--- src/rtl/tpot_pkg.sv ---
package tpot_pkg;

    localparam int MAX_CONNECTIONS = 16;
    localparam int IDX_W = $clog2(MAX_CONNECTIONS);

    typedef logic [IDX_W-1:0] t_idx;

    // connection phases as stored in the table
    localparam logic [1:0] PH_SYN_RCVD    = 2'd1;
    localparam logic [1:0] PH_ESTABLISHED = 2'd2;
    localparam logic [1:0] PH_CLOSE_WAIT  = 2'd3;

    // bit positions in the tcp flag byte
    localparam int FLAG_FIN = 0;
    localparam int FLAG_SYN = 1;
    localparam int FLAG_ACK = 4;

    typedef enum logic [1:0] {
        ACT_NONE      = 2'd0,
        ACT_SYN_REPLY = 2'd1,
        ACT_FIN_REPLY = 2'd2,
        ACT_DROP      = 2'd3
    } t_action;

    typedef struct packed {
        logic [31:0] src_ip;
        logic [31:0] dest_ip;
        logic [15:0] peer_port;
        logic [15:0] host_port;
    } t_key;

    typedef struct packed {
        t_key        key;
        logic [1:0]  phase;
        logic [31:0] local_seq;
        logic [31:0] remote_seq;
    } t_entry;

    localparam int ENTRY_W = $bits(t_entry);

    typedef struct packed {
        t_key        key;
        logic [31:0] seq;
        logic [31:0] ack;
        logic [7:0]  flags;
        logic [31:0] iss;
    } t_seg;

    typedef struct packed {
        t_action     action;
        logic [15:0] from_port;
        logic [15:0] to_port;
        logic [31:0] seq;
        logic [31:0] ack;
    } t_rep;

    typedef enum logic [1:0] {
        ST_IDLE,
        ST_SCAN,
        ST_DRAIN,
        ST_DECIDE
    } t_state;

    typedef struct packed {
        logic accept;
        logic rd_en;
        logic commit;
    } t_cmd;

    typedef struct packed {
        logic last_addr;
        logic out_busy;
    } t_sts;

endpackage

--- src/rtl/tpot_if.sv ---
interface tpot_seg_if;
    logic        valid;
    logic        ready;
    logic [31:0] seg_src_ip;
    logic [31:0] seg_dest_ip;
    logic [15:0] seg_src_port;
    logic [15:0] seg_dest_port;
    logic [31:0] seg_seq;
    logic [31:0] seg_ack;
    logic [7:0]  seg_flags;
    logic [31:0] initial_seq;

    modport source (
        output valid, seg_src_ip, seg_dest_ip, seg_src_port, seg_dest_port,
               seg_seq, seg_ack, seg_flags, initial_seq,
        input  ready
    );
    modport sink (
        input  valid, seg_src_ip, seg_dest_ip, seg_src_port, seg_dest_port,
               seg_seq, seg_ack, seg_flags, initial_seq,
        output ready
    );
endinterface

interface tpot_rep_if;
    logic        valid;
    logic        ready;
    logic [1:0]  action;
    logic [15:0] reply_src_port;
    logic [15:0] reply_dest_port;
    logic [31:0] reply_seq;
    logic [31:0] reply_ack;

    modport source (
        output valid, action, reply_src_port, reply_dest_port, reply_seq, reply_ack,
        input  ready
    );
    modport sink (
        input  valid, action, reply_src_port, reply_dest_port, reply_seq, reply_ack,
        output ready
    );
endinterface

--- src/rtl/tcp_passive_open_tracker.sv ---
// channel   dir  handshake       word
// i_seg     in   valid / ready   4-tuple, seq, ack, flags, initial seq
// o_rep     out  valid / ready   action, reply ports, reply seq, reply ack
//
// one segment is handled as a scan of the whole table: one table read
// per cycle through the single read port of the entry memory, then compare drain,
// decide and write-back
// synchronous active-low reset clears the in-use bits and the control state
// the result sits in an output register; a new segment is taken while it waits,
// and only the write-back step stalls until that register is free
module tcp_passive_open_tracker (
    input  logic        i_clk,
    input  logic        i_rst_n,
    tpot_seg_if.sink    i_seg,
    tpot_rep_if.source  o_rep
);

    tpot_pkg::t_cmd w_cmd;
    tpot_pkg::t_sts w_sts;
    tpot_pkg::t_seg w_seg;
    tpot_pkg::t_rep w_rep;
    logic           w_in_ready;
    logic           w_out_valid;

    assign w_seg.key.src_ip    = i_seg.seg_src_ip;
    assign w_seg.key.dest_ip   = i_seg.seg_dest_ip;
    assign w_seg.key.peer_port = i_seg.seg_src_port;
    assign w_seg.key.host_port = i_seg.seg_dest_port;
    assign w_seg.seq           = i_seg.seg_seq;
    assign w_seg.ack           = i_seg.seg_ack;
    assign w_seg.flags         = i_seg.seg_flags;
    assign w_seg.iss           = i_seg.initial_seq;

    tpot_ctrl u_ctrl (
        .i_clk      (i_clk),
        .i_rst_n    (i_rst_n),
        .i_in_valid (i_seg.valid),
        .o_in_ready (w_in_ready),
        .i_sts      (w_sts),
        .o_cmd      (w_cmd)
    );

    tpot_dp u_dp (
        .i_clk       (i_clk),
        .i_rst_n     (i_rst_n),
        .i_cmd       (w_cmd),
        .o_sts       (w_sts),
        .i_seg       (w_seg),
        .o_out_valid (w_out_valid),
        .i_out_ready (o_rep.ready),
        .o_out       (w_rep)
    );

    assign i_seg.ready           = w_in_ready;
    assign o_rep.valid           = w_out_valid;
    assign o_rep.action          = w_rep.action;
    assign o_rep.reply_src_port  = w_rep.from_port;
    assign o_rep.reply_dest_port = w_rep.to_port;
    assign o_rep.reply_seq       = w_rep.seq;
    assign o_rep.reply_ack       = w_rep.ack;

endmodule

--- src/rtl/tpot_ram.sv ---
module tpot_ram #(
    parameter int WIDTH = 8,
    parameter int DEPTH = 16
) (
    input  logic                     i_clk,
    input  logic                     i_we,
    input  logic [$clog2(DEPTH)-1:0] i_waddr,
    input  logic [WIDTH-1:0]         i_wdata,
    input  logic                     i_re,
    input  logic [$clog2(DEPTH)-1:0] i_raddr,
    output logic [WIDTH-1:0]         o_rdata
);

    logic [WIDTH-1:0] r_mem [DEPTH];
    logic [WIDTH-1:0] r_rdata;

    always_ff @(posedge i_clk) begin
        if (i_we) begin
            r_mem[i_waddr] <= i_wdata;
        end
        if (i_re) begin
            r_rdata <= r_mem[i_raddr];
        end
    end

    assign o_rdata = r_rdata;

endmodule

--- src/rtl/tpot_ctrl.sv ---
module tpot_ctrl (
    input  logic           i_clk,
    input  logic           i_rst_n,
    input  logic           i_in_valid,
    output logic           o_in_ready,
    input  tpot_pkg::t_sts i_sts,
    output tpot_pkg::t_cmd o_cmd
);

    tpot_pkg::t_state r_state;
    tpot_pkg::t_state n_state;

    always_ff @(posedge i_clk) begin
        if (!i_rst_n) begin
            r_state <= tpot_pkg::ST_IDLE;
        end else begin
            r_state <= n_state;
        end
    end

    always_comb begin
        n_state = r_state;
        case (r_state)
            tpot_pkg::ST_IDLE: begin
                if (i_in_valid) begin
                    n_state = tpot_pkg::ST_SCAN;
                end
            end
            tpot_pkg::ST_SCAN: begin
                if (i_sts.last_addr) begin
                    n_state = tpot_pkg::ST_DRAIN;
                end
            end
            tpot_pkg::ST_DRAIN: begin
                n_state = tpot_pkg::ST_DECIDE;
            end
            tpot_pkg::ST_DECIDE: begin
                // hold until the result register is free
                if (!i_sts.out_busy) begin
                    n_state = tpot_pkg::ST_IDLE;
                end
            end
            default: begin
                n_state = tpot_pkg::ST_IDLE;
            end
        endcase
    end

    always_comb begin
        o_in_ready = 1'b0;
        o_cmd      = '0;
        case (r_state)
            tpot_pkg::ST_IDLE: begin
                o_in_ready   = 1'b1;
                o_cmd.accept = i_in_valid;
            end
            tpot_pkg::ST_SCAN: begin
                o_cmd.rd_en = 1'b1;
            end
            tpot_pkg::ST_DRAIN: begin
            end
            tpot_pkg::ST_DECIDE: begin
                o_cmd.commit = !i_sts.out_busy;
            end
            default: begin
            end
        endcase
    end

    assert property (@(posedge i_clk) disable iff (!i_rst_n)
        o_cmd.accept |=> r_state == tpot_pkg::ST_SCAN)
        else $error("accepted word did not start a scan");

    assert property (@(posedge i_clk) disable iff (!i_rst_n)
        (r_state == tpot_pkg::ST_SCAN && i_sts.last_addr) |=> r_state == tpot_pkg::ST_DRAIN)
        else $error("scan did not end after the last address");

    assert property (@(posedge i_clk) disable iff (!i_rst_n)
        o_cmd.commit |=> (r_state == tpot_pkg::ST_IDLE && o_in_ready))
        else $error("controller not ready after commit");

endmodule

--- src/rtl/tpot_dp.sv ---
module tpot_dp (
    input  logic           i_clk,
    input  logic           i_rst_n,
    input  tpot_pkg::t_cmd i_cmd,
    output tpot_pkg::t_sts o_sts,
    input  tpot_pkg::t_seg i_seg,
    output logic           o_out_valid,
    input  logic           i_out_ready,
    output tpot_pkg::t_rep o_out
);

    tpot_pkg::t_seg   r_seg;
    tpot_pkg::t_idx   r_scan_idx;
    tpot_pkg::t_idx   r_rd_idx;
    logic             r_rd_vld;
    logic             r_valid [tpot_pkg::MAX_CONNECTIONS];
    logic             r_hit;
    tpot_pkg::t_idx   r_hit_idx;
    tpot_pkg::t_entry r_hit_ent;
    logic             r_free;
    tpot_pkg::t_idx   r_free_idx;
    logic             r_out_valid;
    tpot_pkg::t_rep   r_out;

    tpot_pkg::t_rep   n_out;
    tpot_pkg::t_entry w_rd_ent;
    tpot_pkg::t_entry w_wdata;
    tpot_pkg::t_idx   w_waddr;
    logic             w_we;
    logic             w_set_valid;
    logic             w_match;
    logic             w_empty;
    logic [31:0]      w_local_inc;
    logic [31:0]      w_remote_inc;

    tpot_ram #(
        .WIDTH (tpot_pkg::ENTRY_W),
        .DEPTH (tpot_pkg::MAX_CONNECTIONS)
    ) u_entries (
        .i_clk   (i_clk),
        .i_we    (i_cmd.commit && w_we),
        .i_waddr (w_waddr),
        .i_wdata (w_wdata),
        .i_re    (i_cmd.rd_en),
        .i_raddr (r_scan_idx),
        .o_rdata (w_rd_ent)
    );

    // compare stage, one entry per cycle behind the read
    assign w_match = r_rd_vld && r_valid[r_rd_idx] && (w_rd_ent.key == r_seg.key);
    assign w_empty = r_rd_vld && !r_valid[r_rd_idx];

    assign o_sts.last_addr = r_scan_idx == tpot_pkg::t_idx'(tpot_pkg::MAX_CONNECTIONS - 1);
    assign o_sts.out_busy  = r_out_valid;

    assign w_local_inc  = r_hit_ent.local_seq + 32'd1;
    assign w_remote_inc = r_hit_ent.remote_seq + 32'd1;

    always_comb begin
        w_we        = 1'b0;
        w_set_valid = 1'b0;
        w_waddr     = r_hit_idx;
        w_wdata     = r_hit_ent;
        n_out       = '0;
        n_out.action = tpot_pkg::ACT_NONE;
        if (!r_hit) begin
            if (r_seg.flags[tpot_pkg::FLAG_SYN]) begin
                if (r_free) begin
                    w_we                = 1'b1;
                    w_set_valid         = 1'b1;
                    w_waddr             = r_free_idx;
                    w_wdata.key         = r_seg.key;
                    w_wdata.phase       = tpot_pkg::PH_SYN_RCVD;
                    w_wdata.local_seq   = r_seg.iss;
                    w_wdata.remote_seq  = r_seg.seq + 32'd1;
                    n_out.action        = tpot_pkg::ACT_SYN_REPLY;
                    n_out.from_port     = r_seg.key.host_port;
                    n_out.to_port       = r_seg.key.peer_port;
                    n_out.seq           = r_seg.iss;
                    n_out.ack           = r_seg.seq + 32'd1;
                end else begin
                    n_out.action = tpot_pkg::ACT_DROP;
                end
            end
        end else begin
            case (r_hit_ent.phase)
                tpot_pkg::PH_SYN_RCVD: begin
                    if (r_seg.flags[tpot_pkg::FLAG_ACK] && r_seg.ack == w_local_inc) begin
                        w_we              = 1'b1;
                        w_wdata.local_seq = w_local_inc;
                        w_wdata.phase     = tpot_pkg::PH_ESTABLISHED;
                    end
                end
                tpot_pkg::PH_ESTABLISHED: begin
                    if (r_seg.flags[tpot_pkg::FLAG_FIN]) begin
                        w_we               = 1'b1;
                        w_wdata.remote_seq = w_remote_inc;
                        w_wdata.phase      = tpot_pkg::PH_CLOSE_WAIT;
                        n_out.action       = tpot_pkg::ACT_FIN_REPLY;
                        n_out.from_port    = r_hit_ent.key.host_port;
                        n_out.to_port      = r_hit_ent.key.peer_port;
                        n_out.seq          = r_hit_ent.local_seq;
                        n_out.ack          = w_remote_inc;
                    end
                end
                default: begin
                end
            endcase
        end
    end

    always_ff @(posedge i_clk) begin
        if (!i_rst_n) begin
            r_scan_idx  <= '0;
            r_rd_vld    <= 1'b0;
            r_hit       <= 1'b0;
            r_free      <= 1'b0;
            r_out_valid <= 1'b0;
            for (int i = 0; i < tpot_pkg::MAX_CONNECTIONS; i++) begin
                r_valid[i] <= 1'b0;
            end
        end else begin
            r_rd_vld <= i_cmd.rd_en;
            if (i_cmd.accept) begin
                r_scan_idx <= '0;
                r_hit      <= 1'b0;
                r_free     <= 1'b0;
            end else begin
                if (i_cmd.rd_en) begin
                    r_scan_idx <= r_scan_idx + tpot_pkg::t_idx'(1);
                end
                if (w_match) begin
                    r_hit <= 1'b1;
                end
                if (w_empty) begin
                    r_free <= 1'b1;
                end
            end
            if (i_cmd.commit && w_set_valid) begin
                r_valid[r_free_idx] <= 1'b1;
            end
            if (i_cmd.commit) begin
                r_out_valid <= 1'b1;
            end else if (r_out_valid && i_out_ready) begin
                r_out_valid <= 1'b0;
            end
        end
    end

    always_ff @(posedge i_clk) begin
        if (i_cmd.accept) begin
            r_seg <= i_seg;
        end
        r_rd_idx <= r_scan_idx;
        // keep only the first match and the lowest free entry
        if (w_match && !r_hit) begin
            r_hit_idx <= r_rd_idx;
            r_hit_ent <= w_rd_ent;
        end
        if (w_empty && !r_free) begin
            r_free_idx <= r_rd_idx;
        end
        if (i_cmd.commit) begin
            r_out <= n_out;
        end
    end

    assign o_out_valid = r_out_valid;
    assign o_out       = r_out;

    assert property (@(posedge i_clk) disable iff (!i_rst_n)
        i_cmd.commit |-> !r_out_valid)
        else $error("result register overwritten");

    assert property (@(posedge i_clk) disable iff (!i_rst_n)
        r_hit |-> r_valid[r_hit_idx])
        else $error("hit on an entry that is not in use");

    assert property (@(posedge i_clk) disable iff (!i_rst_n)
        (i_cmd.commit && w_set_valid) |=> r_valid[$past(r_free_idx)])
        else $error("inserted entry not marked in use");

    assert property (@(posedge i_clk) disable iff (!i_rst_n)
        (r_out_valid && (r_out.action == tpot_pkg::ACT_NONE
                         || r_out.action == tpot_pkg::ACT_DROP))
        |-> (r_out.from_port == '0 && r_out.to_port == '0
             && r_out.seq == '0 && r_out.ack == '0))
        else $error("reply fields not cleared without a reply");

endmodule
--- src/flat_wrapper.sv ---
// flat-port wrapper written by rule: the top's interface ports become plain ports
module tcp_passive_open_tracker_flat 
  (i_clk, i_rst_n, i_seg_valid, i_seg_seg_src_ip, i_seg_seg_dest_ip, i_seg_seg_src_port, i_seg_seg_dest_port, i_seg_seg_seq, i_seg_seg_ack, i_seg_seg_flags, i_seg_initial_seq, i_seg_ready, o_rep_valid, o_rep_action, o_rep_reply_src_port, o_rep_reply_dest_port, o_rep_reply_seq, o_rep_reply_ack, o_rep_ready);
  tpot_seg_if i_seg_i ();
  tpot_rep_if o_rep_i ();
  input  logic i_clk;
  input  logic i_rst_n;
  input wire logic [$bits(i_seg_i.valid)-1:0] i_seg_valid;
  input wire logic [$bits(i_seg_i.seg_src_ip)-1:0] i_seg_seg_src_ip;
  input wire logic [$bits(i_seg_i.seg_dest_ip)-1:0] i_seg_seg_dest_ip;
  input wire logic [$bits(i_seg_i.seg_src_port)-1:0] i_seg_seg_src_port;
  input wire logic [$bits(i_seg_i.seg_dest_port)-1:0] i_seg_seg_dest_port;
  input wire logic [$bits(i_seg_i.seg_seq)-1:0] i_seg_seg_seq;
  input wire logic [$bits(i_seg_i.seg_ack)-1:0] i_seg_seg_ack;
  input wire logic [$bits(i_seg_i.seg_flags)-1:0] i_seg_seg_flags;
  input wire logic [$bits(i_seg_i.initial_seq)-1:0] i_seg_initial_seq;
  output wire logic [$bits(i_seg_i.ready)-1:0] i_seg_ready;
  output wire logic [$bits(o_rep_i.valid)-1:0] o_rep_valid;
  output wire logic [$bits(o_rep_i.action)-1:0] o_rep_action;
  output wire logic [$bits(o_rep_i.reply_src_port)-1:0] o_rep_reply_src_port;
  output wire logic [$bits(o_rep_i.reply_dest_port)-1:0] o_rep_reply_dest_port;
  output wire logic [$bits(o_rep_i.reply_seq)-1:0] o_rep_reply_seq;
  output wire logic [$bits(o_rep_i.reply_ack)-1:0] o_rep_reply_ack;
  input wire logic [$bits(o_rep_i.ready)-1:0] o_rep_ready;
  assign i_seg_i.valid = i_seg_valid;
  assign i_seg_i.seg_src_ip = i_seg_seg_src_ip;
  assign i_seg_i.seg_dest_ip = i_seg_seg_dest_ip;
  assign i_seg_i.seg_src_port = i_seg_seg_src_port;
  assign i_seg_i.seg_dest_port = i_seg_seg_dest_port;
  assign i_seg_i.seg_seq = i_seg_seg_seq;
  assign i_seg_i.seg_ack = i_seg_seg_ack;
  assign i_seg_i.seg_flags = i_seg_seg_flags;
  assign i_seg_i.initial_seq = i_seg_initial_seq;
  assign i_seg_ready = i_seg_i.ready;
  assign o_rep_valid = o_rep_i.valid;
  assign o_rep_action = o_rep_i.action;
  assign o_rep_reply_src_port = o_rep_i.reply_src_port;
  assign o_rep_reply_dest_port = o_rep_i.reply_dest_port;
  assign o_rep_reply_seq = o_rep_i.reply_seq;
  assign o_rep_reply_ack = o_rep_i.reply_ack;
  assign o_rep_i.ready = o_rep_ready;
  tcp_passive_open_tracker u_core (.i_clk(i_clk), .i_rst_n(i_rst_n), .i_seg(i_seg_i), .o_rep(o_rep_i));
endmodule
--- config.mk ---
export PLATFORM = sky130hd
export DESIGN_NAME = tcp_passive_open_tracker_flat
export DESIGN_NICKNAME = d
export VERILOG_FILES = /design/src/rtl/tpot_pkg.sv /design/src/rtl/tpot_if.sv /design/src/rtl/tcp_passive_open_tracker.sv /design/src/rtl/tpot_ram.sv /design/src/rtl/tpot_ctrl.sv /design/src/rtl/tpot_dp.sv /design/src/flat_wrapper.sv
export SDC_FILE = /design/constraint.sdc
export NUM_CORES = 2
export LEC_CHECK = 0
export ABC_AREA = 1
export BUFFER_PORTS_ARGS = -buffer_cell sky130_fd_sc_hd__buf_2
export CORE_UTILIZATION = 45
export DETAILED_ROUTE_END_ITERATION = 10
export PLACE_DENSITY_LB_ADDON = 0.15
export SETUP_SLACK_MARGIN = 0.5
export SYNTH_ARGS = -nofsm -noshare
export SYNTH_HDL_FRONTEND = slang
export SYNTH_HIERARCHICAL = 1
export SYNTH_SLANG_ARGS = --single-unit
--- constraint.sdc ---
create_clock -name i_clk -period 15.2 [get_ports i_clk]
set_clock_uncertainty 0.1 [all_clocks]
set_input_delay 2.28 -clock i_clk [delete_from_list [all_inputs] [get_ports i_clk]]
set_output_delay 2.28 -clock i_clk [all_outputs]
set_load 0.05 [all_outputs]
* Word-level counts from Yosys, hierarchy flattened
Memory sizes are Yosys's and may differ from the RTL's. A register that Yosys moved wholly into a read port is not among the register bits. Index checks and enable logic that the tools add are counted.
Storage, ports and cells: register bits 479, bits in latches 0, memory bits (writable) 2608, ROM bits 0, input bits 204, output and inout port bits 100, memories kept 2
Operators by class: add/sub/neg operators 4, multiply operators 0, div/mod/pow operators 0, magnitude comparators 0, equality and inequality tests 11, shift operators 0, multiplexer cells 45, bitwise logic cells 1, reduce and logical (&&, ||, !) cells 18
Memory list:
- u_core.u_dp.u_entries.r_mem | depth 16, bits a word 162, rd ports 1, clocked after memory_dff 1, wr ports 1, RTL line tpot_ram.sv:14 | logic [WIDTH-1:0] r_mem [DEPTH];
- u_core.u_dp.r_valid | depth 16, bits a word 1, rd ports 1, clocked after memory_dff 1, wr ports 16, RTL line tpot_dp.sv:16 | logic r_valid [tpot_pkg::MAX_CONNECTIONS];
Operator list (count):
- $mux 98 | 4
- $mux 162 | 2
- $mux 96 | 2
- $add 32x1->32 const B | 3
- $eq 96x96->1 | 1
- $mux 32 | 3
- $mux 66 | 1
- $mux 34 | 1
- $eq 32x32->1 | 1
- $mux 1 | 20
- $mux 4 | 4
- $mux 2 | 5
- $logic_and 1x1->1 | 9
- $pmux 2 s4 | 1
- $eq 2x2->1 const B | 3
- $ne 2x2->1 const B | 3
- $add 4x1->4 const B | 1
- $eq 2x1->1 const B | 2
- $eq 4x4->1 const B | 1
- $logic_not 1->1 | 4
- $pmux 2 s2 | 1
- $reduce_and 3->1 | 1
- $logic_not 2->1 | 1
- $pmux 1 s2 | 1
- other kinds (4) | 4

* Depth between registers and ports, before layout
depth in word-level cells 9, mapped depth 18, depth with buffers taken out 18

* Cells and area by module
The synthesis kept the hierarchy.
By module, submodules not included:
- tpot_ram | instances 1, cells an instance 9841, area an instance 112668.1 sq um
- tpot_dp | instances 1, cells an instance 2515, area an instance 24011.8 sq um
- tpot_ctrl | instances 1, cells an instance 27, area an instance 177.7 sq um

* Least setup slack after synthesis
OpenSTA, ideal clock, no wires.
path kind register -> register, start point reg u_core.u_dp.r_out_valid, in the netlist u_core/u_dp/o_out_valid, end point mem u_core/u_dp/u_entries/r_mem[12][0] in the netlist's numbering, enable pin, setup time 0.687 ns, arrival time 12.269 ns, data required time 14.413 ns, slack 2.144 ns, cell stages (with the launch flop) 7, buffers on the path 1, clock period less this slack 13.056 ns, cell sequence dfxtp_1 > buf_4 > nor2_1 > nand2_1 > a21oi_1 > nand3_1 > nor2_1
RTL lines:
- start: declaration | RTL line tpot_dp.sv:22 | logic r_out_valid;
- start signal: assignment | RTL line tpot_dp.sv:118 | r_out_valid <= 1'b0;
- start signal: assignment | RTL line tpot_dp.sv:143 | r_out_valid <= 1'b1;
- start signal: assignment | RTL line tpot_dp.sv:145 | r_out_valid <= 1'b0;
- end: declaration | RTL line tpot_ram.sv:14

* Worst setup path after layout
start point reg u_core/u_dp/r_hit_ent[32] in the netlist's numbering, end point mem u_core/u_dp/u_entries/r_mem[13][81] in the netlist's numbering, enable pin
Between the ends: longest elaborated chain between the ends 9
RTL lines:
- start: declaration | RTL line tpot_dp.sv:19 | tpot_pkg::t_entry r_hit_ent;
- start signal: assignment | RTL line tpot_dp.sv:158 | r_hit_ent <= w_rd_ent;
- $add 32x1->32 | RTL line tpot_dp.sv:56 | assign w_local_inc = r_hit_ent.local_seq + 32'd1;
- $eq 32x32->1 | RTL line tpot_dp.sv:88 | if (r_seg.flags[tpot_pkg::FLAG_ACK] && r_seg.ack == w_local_inc) begin
- $logic_and 1x1->1 | RTL line tpot_dp.sv:88
- $mux 1 | RTL line tpot_dp.sv:88
- $pmux 1 s2 | RTL line tpot_dp.sv:86 | case (r_hit_ent.phase)
- $mux 1 | RTL line tpot_dp.sv:66 | if (!r_hit) begin
- $logic_and 1x1->1 | RTL line tpot_dp.sv:41 | .i_we (i_cmd.commit && w_we),
- $mux 1 | RTL line tpot_ram.sv:18 | if (i_we) begin
- $mux 1 (not written as such) | RTL line tpot_ram.sv:19 | r_mem[i_waddr] <= i_wdata;
Every way passes these cells.

==> flow_summary.yaml <==
routing:
  viasPerCell: 5.375
  antenna_left: 0
  detail_route.iter0.violations: 9860
  route.vias.total: 90880
  post-route-drc-count: 0
  wl_per_cell_um: 23.08
  wl_um: 390100
  dr.pass1.iters: 6
critical_path:
  crit_path_max_incr_delay_ps: 890
  cp.arrival_ps: 7550
  worstPathMaxFanout: 100
  cp_cell_sequence: "ha_1 -> nand3_1 -> nor2_1 -> nand2_1 -> nand3_1 -> nand2_1 -> nor2_1 -> nand2_1 -> nor2_2 -> nand2_2 -> nor2_8 -> nand4_4 -> a21oi_1 -> nand3_1 -> nor2_4 -> buf_12 -> buf_4"
  cp-end-kind: "register"
  path_buf_inv: 2
  worst_r2r_path_depth: 17
  startpoint_type: "register"
  path_delay_family: "simple AND/OR/NAND/NOR gates"
  worst-path-stages: 17
  cp_data_required_time_ps: 15640
  criticalPathCategory: "reg -> reg"
  crit_slowest_cell: "buf_4"
power:
  p_leak_nw: 60.63
  power.density_nw_per_um2: 150.9
  ir_drop_mv: 0.1217
yosys:
  ys.flop_type: "edfxtp_1"
  synth_area_um2: 136900
  postSynthAreaPerCell_um2: 11.05
  yosys_register_bits: 3247
  yosys_warnings: 6
  synth_cells: 12383
  synth-edff-count: 3217
  syn_nets: 12598
  async_flop_share_pct: 0
  synth-seq-area-share_pct: 71.03
  synth_cell_types: 48
outcome:
  status: "finished, final reports clean"
sta:
  hold_viol_final: 0
  tightest_slew_ps: 1285
  clock.fmax_mhz: 140.5
  finalSetupViolations: 0
  slew_headroom_pct: 13.97
  maxSlewViolCount: 0
  fin_setup_tns_ps: 0
  fin_crit_sh_pct: 46.82
  rsz0062_at_grt: "no"
  min_period_ps: 7117
layout:
  drive_above_1_share_pct: 8.797
  area_delta_synth_final_pct: 12.10
  final_nets: 12853
  stdcell_area_um2: 153400
  postLayoutCoreUtil_pct: 50.67
cts:
  htree_num_levels: 5
  clock_latency_ps: 950
  cts_max_path_buffers: 4
  clockRootBuffer: "clkbuf_16"
  cts_buffers: 345
  path_clk_slew_ps: 60
  postCtsSetupBuffers: 0
  cts.sinks: 3247
  cts_tree: "built"
  postCtsHoldBufs: 0
  cts_resized: 0
floorplan:
  die_area_um2: 306300
  initial_core_util_pct: 45.20
  core_area_um2: 302800
  die_h_um: 553.5
  boundaryPins: 304
  die_x_um: 553.5
  rows: 202
global_route:
  grt_pass1_vias: 85848
  grt_overflow: 0
  grt_usage_pct: 24.89
  antenna_found_initial: 8
  grt_max_degree: 247
  grt_pass1_wl_um: 568400
min_path:
  min_path_type: "reg -> reg"
  worstHoldPathCells: 0
placement:
  post-dp-hpwl_um: 206100
  io_buffers: 298
  routabilityCongestion: 0.9454
  place_area_um2: 142100
flow_run:
  maxCapViolations: 0
state kept, by name (all words and copies together) (netlist names):
signal	cells
u_core/u_ctrl/r_state	2
u_core/u_dp/o_out	98
u_core/u_dp/o_out_valid	1
u_core/u_dp/r_free	1
u_core/u_dp/r_free_idx	4
u_core/u_dp/r_hit	1
u_core/u_dp/r_hit_ent	162
u_core/u_dp/r_hit_idx	4
u_core/u_dp/r_rd_idx	4
u_core/u_dp/r_rd_vld	1
u_core/u_dp/r_scan_idx	4
u_core/u_dp/r_seg	195
u_core/u_dp/r_valid	16
u_core/u_dp/u_entries/o_rdata	162
u_core/u_dp/u_entries/r_mem	2592
cell usage in the layout, fill, tap and decap left out, types with 29 or more instances in the layout:
cell / Yosys / routed
nor2_1: 176 / 157
buf_4: 73 / 198
edfxtp_1: 3217 / 3217
o21ai_0: 163 / 152
clkbuf_16: 0 / 350
buf_2: 281 / 298
clkinv_1: 3 / 87
bufinv_16: 0 / 40
nand4_1: 86 / 86
o22ai_1: 74 / 74
nand3_1: 2020 / 2020
inv_1: 1439 / 1436
a21oi_1: 30 / 30
clkbuf_1: 147 / 78
nor3_1: 40 / 40
nor2_4: 10 / 29
nand2_1: 4209 / 4209
or2_2: 79 / 79
clkinv_2: 0 / 50
per-stage QoR:
step	total power [mW]	worst slack, ps	hold WS [ps]	std cells
final	23.15	8083	303.9	16907
after CTS	23.25	7920	294.9	16903
after floorplan	13.57	2144	260.2	12383
after detailed placement	14.82	7949	304.5	16269
after global routing	24.03	7799	314.6	16905
after global placement	14.77	7954	302.3	16269
cells by family after synthesis:
logic type               synth area share, %
buffers and inverters                  6.366
AO/OA/AOI/OAI                          1.348
adder cells (fa/ha/maj)               0.1006
XOR/XNOR                              0.2852
flip-flops                             71.03
AND/OR/NAND/NOR                        20.87
area by class of cell:
class | instances | area, um^2
Inverter | 1450 | 5507
Fill cell | 26415 | 149400
Timing Repair Buffer | 513 | 3318
Clock inverter | 203 | 2192
Clock buffer | 431 | 9092
Sequential cell | 3247 | 97220
Tap cell | 3978 | 4977
Multi-Input combinational cell | 7081 | 31100
Antenna cell | 4 | 10.01
cells in the mapped netlist (21+ instances only):
cell type | n | share of area (%)
xor2_1 | 25 | 0.16
buf_6 | 46 | 0.38
o211ai_1 | 21 | 0.12
edfxtp_1 | 3217 | 71
buf_1 | 56 | 0.15
nand3_1 | 2020 | 7.4
inv_1 | 1439 | 3.9
nand2_1 | 4209 | 12
o22ai_1 | 74 | 0.34
a21oi_1 | 30 | 0.11
nor2_1 | 176 | 0.48
nor3_1 | 40 | 0.15
buf_4 | 73 | 0.40
clkbuf_1 | 147 | 0.40
nand4_1 | 86 | 0.39
buf_2 | 281 | 1.0
nor4_1 | 27 | 0.12
or2_2 | 79 | 0.36
o21ai_0 | 163 | 0.60
dfxtp_1 | 30 | 0.44
worst register-to-register path: cells and delay by family (launching register included):
kind,cells,cell delay [ps]
DFF,1,460
buffers and inverters,2,1820
AOI/OAI and AO/OA,1,450
and+or+nand+nor,13,3560
adders and majority gates,1,250
final timing paths:
| kind | from | to | slack, ps |
|---|---|---|---|
| worst max-delay path | u_core/u_dp/r_hit_ent[32]$_DFFE_PP_ | u_core/u_dp/u_entries/r_mem[13][81]$_DFFE_PP_ | 8080 |
| worst min register to register | u_core/u_dp/u_entries/o_rdata[0]$_DFFE_PP_ | u_core/u_dp/r_hit_ent[0]$_DFFE_PP_ | 300 |
| worst min-delay path | u_core/u_dp/u_entries/o_rdata[0]$_DFFE_PP_ | u_core/u_dp/r_hit_ent[0]$_DFFE_PP_ | 300 |
| worst max register to register | u_core/u_dp/r_hit_ent[32]$_DFFE_PP_ | u_core/u_dp/u_entries/r_mem[13][81]$_DFFE_PP_ | 8080 |
layer usage:
| layer | GRT usage [%] | wire length, um | vias up |
|---|---|---|---|
| met4 | 7.210 | 11130 | 0 |
| li1 | - | - | 42106 |
| met2 | 38.54 | 175000 | 3560 |
| met1 | 36.73 | 175000 | 44606 |
| met5 | 0 | 0 | - |
| met3 | 3.249 | 29060 | 608 |
report_power, final:
part,internal [mW],switching (mW),total [mW]
Sequential,10.4,0.312,10.7
Combinational,1.02,2.97,3.99
Clock,4.94,3.51,8.45
Total,16.4,6.79,23.1
Power figures use the tool's default switching activity.
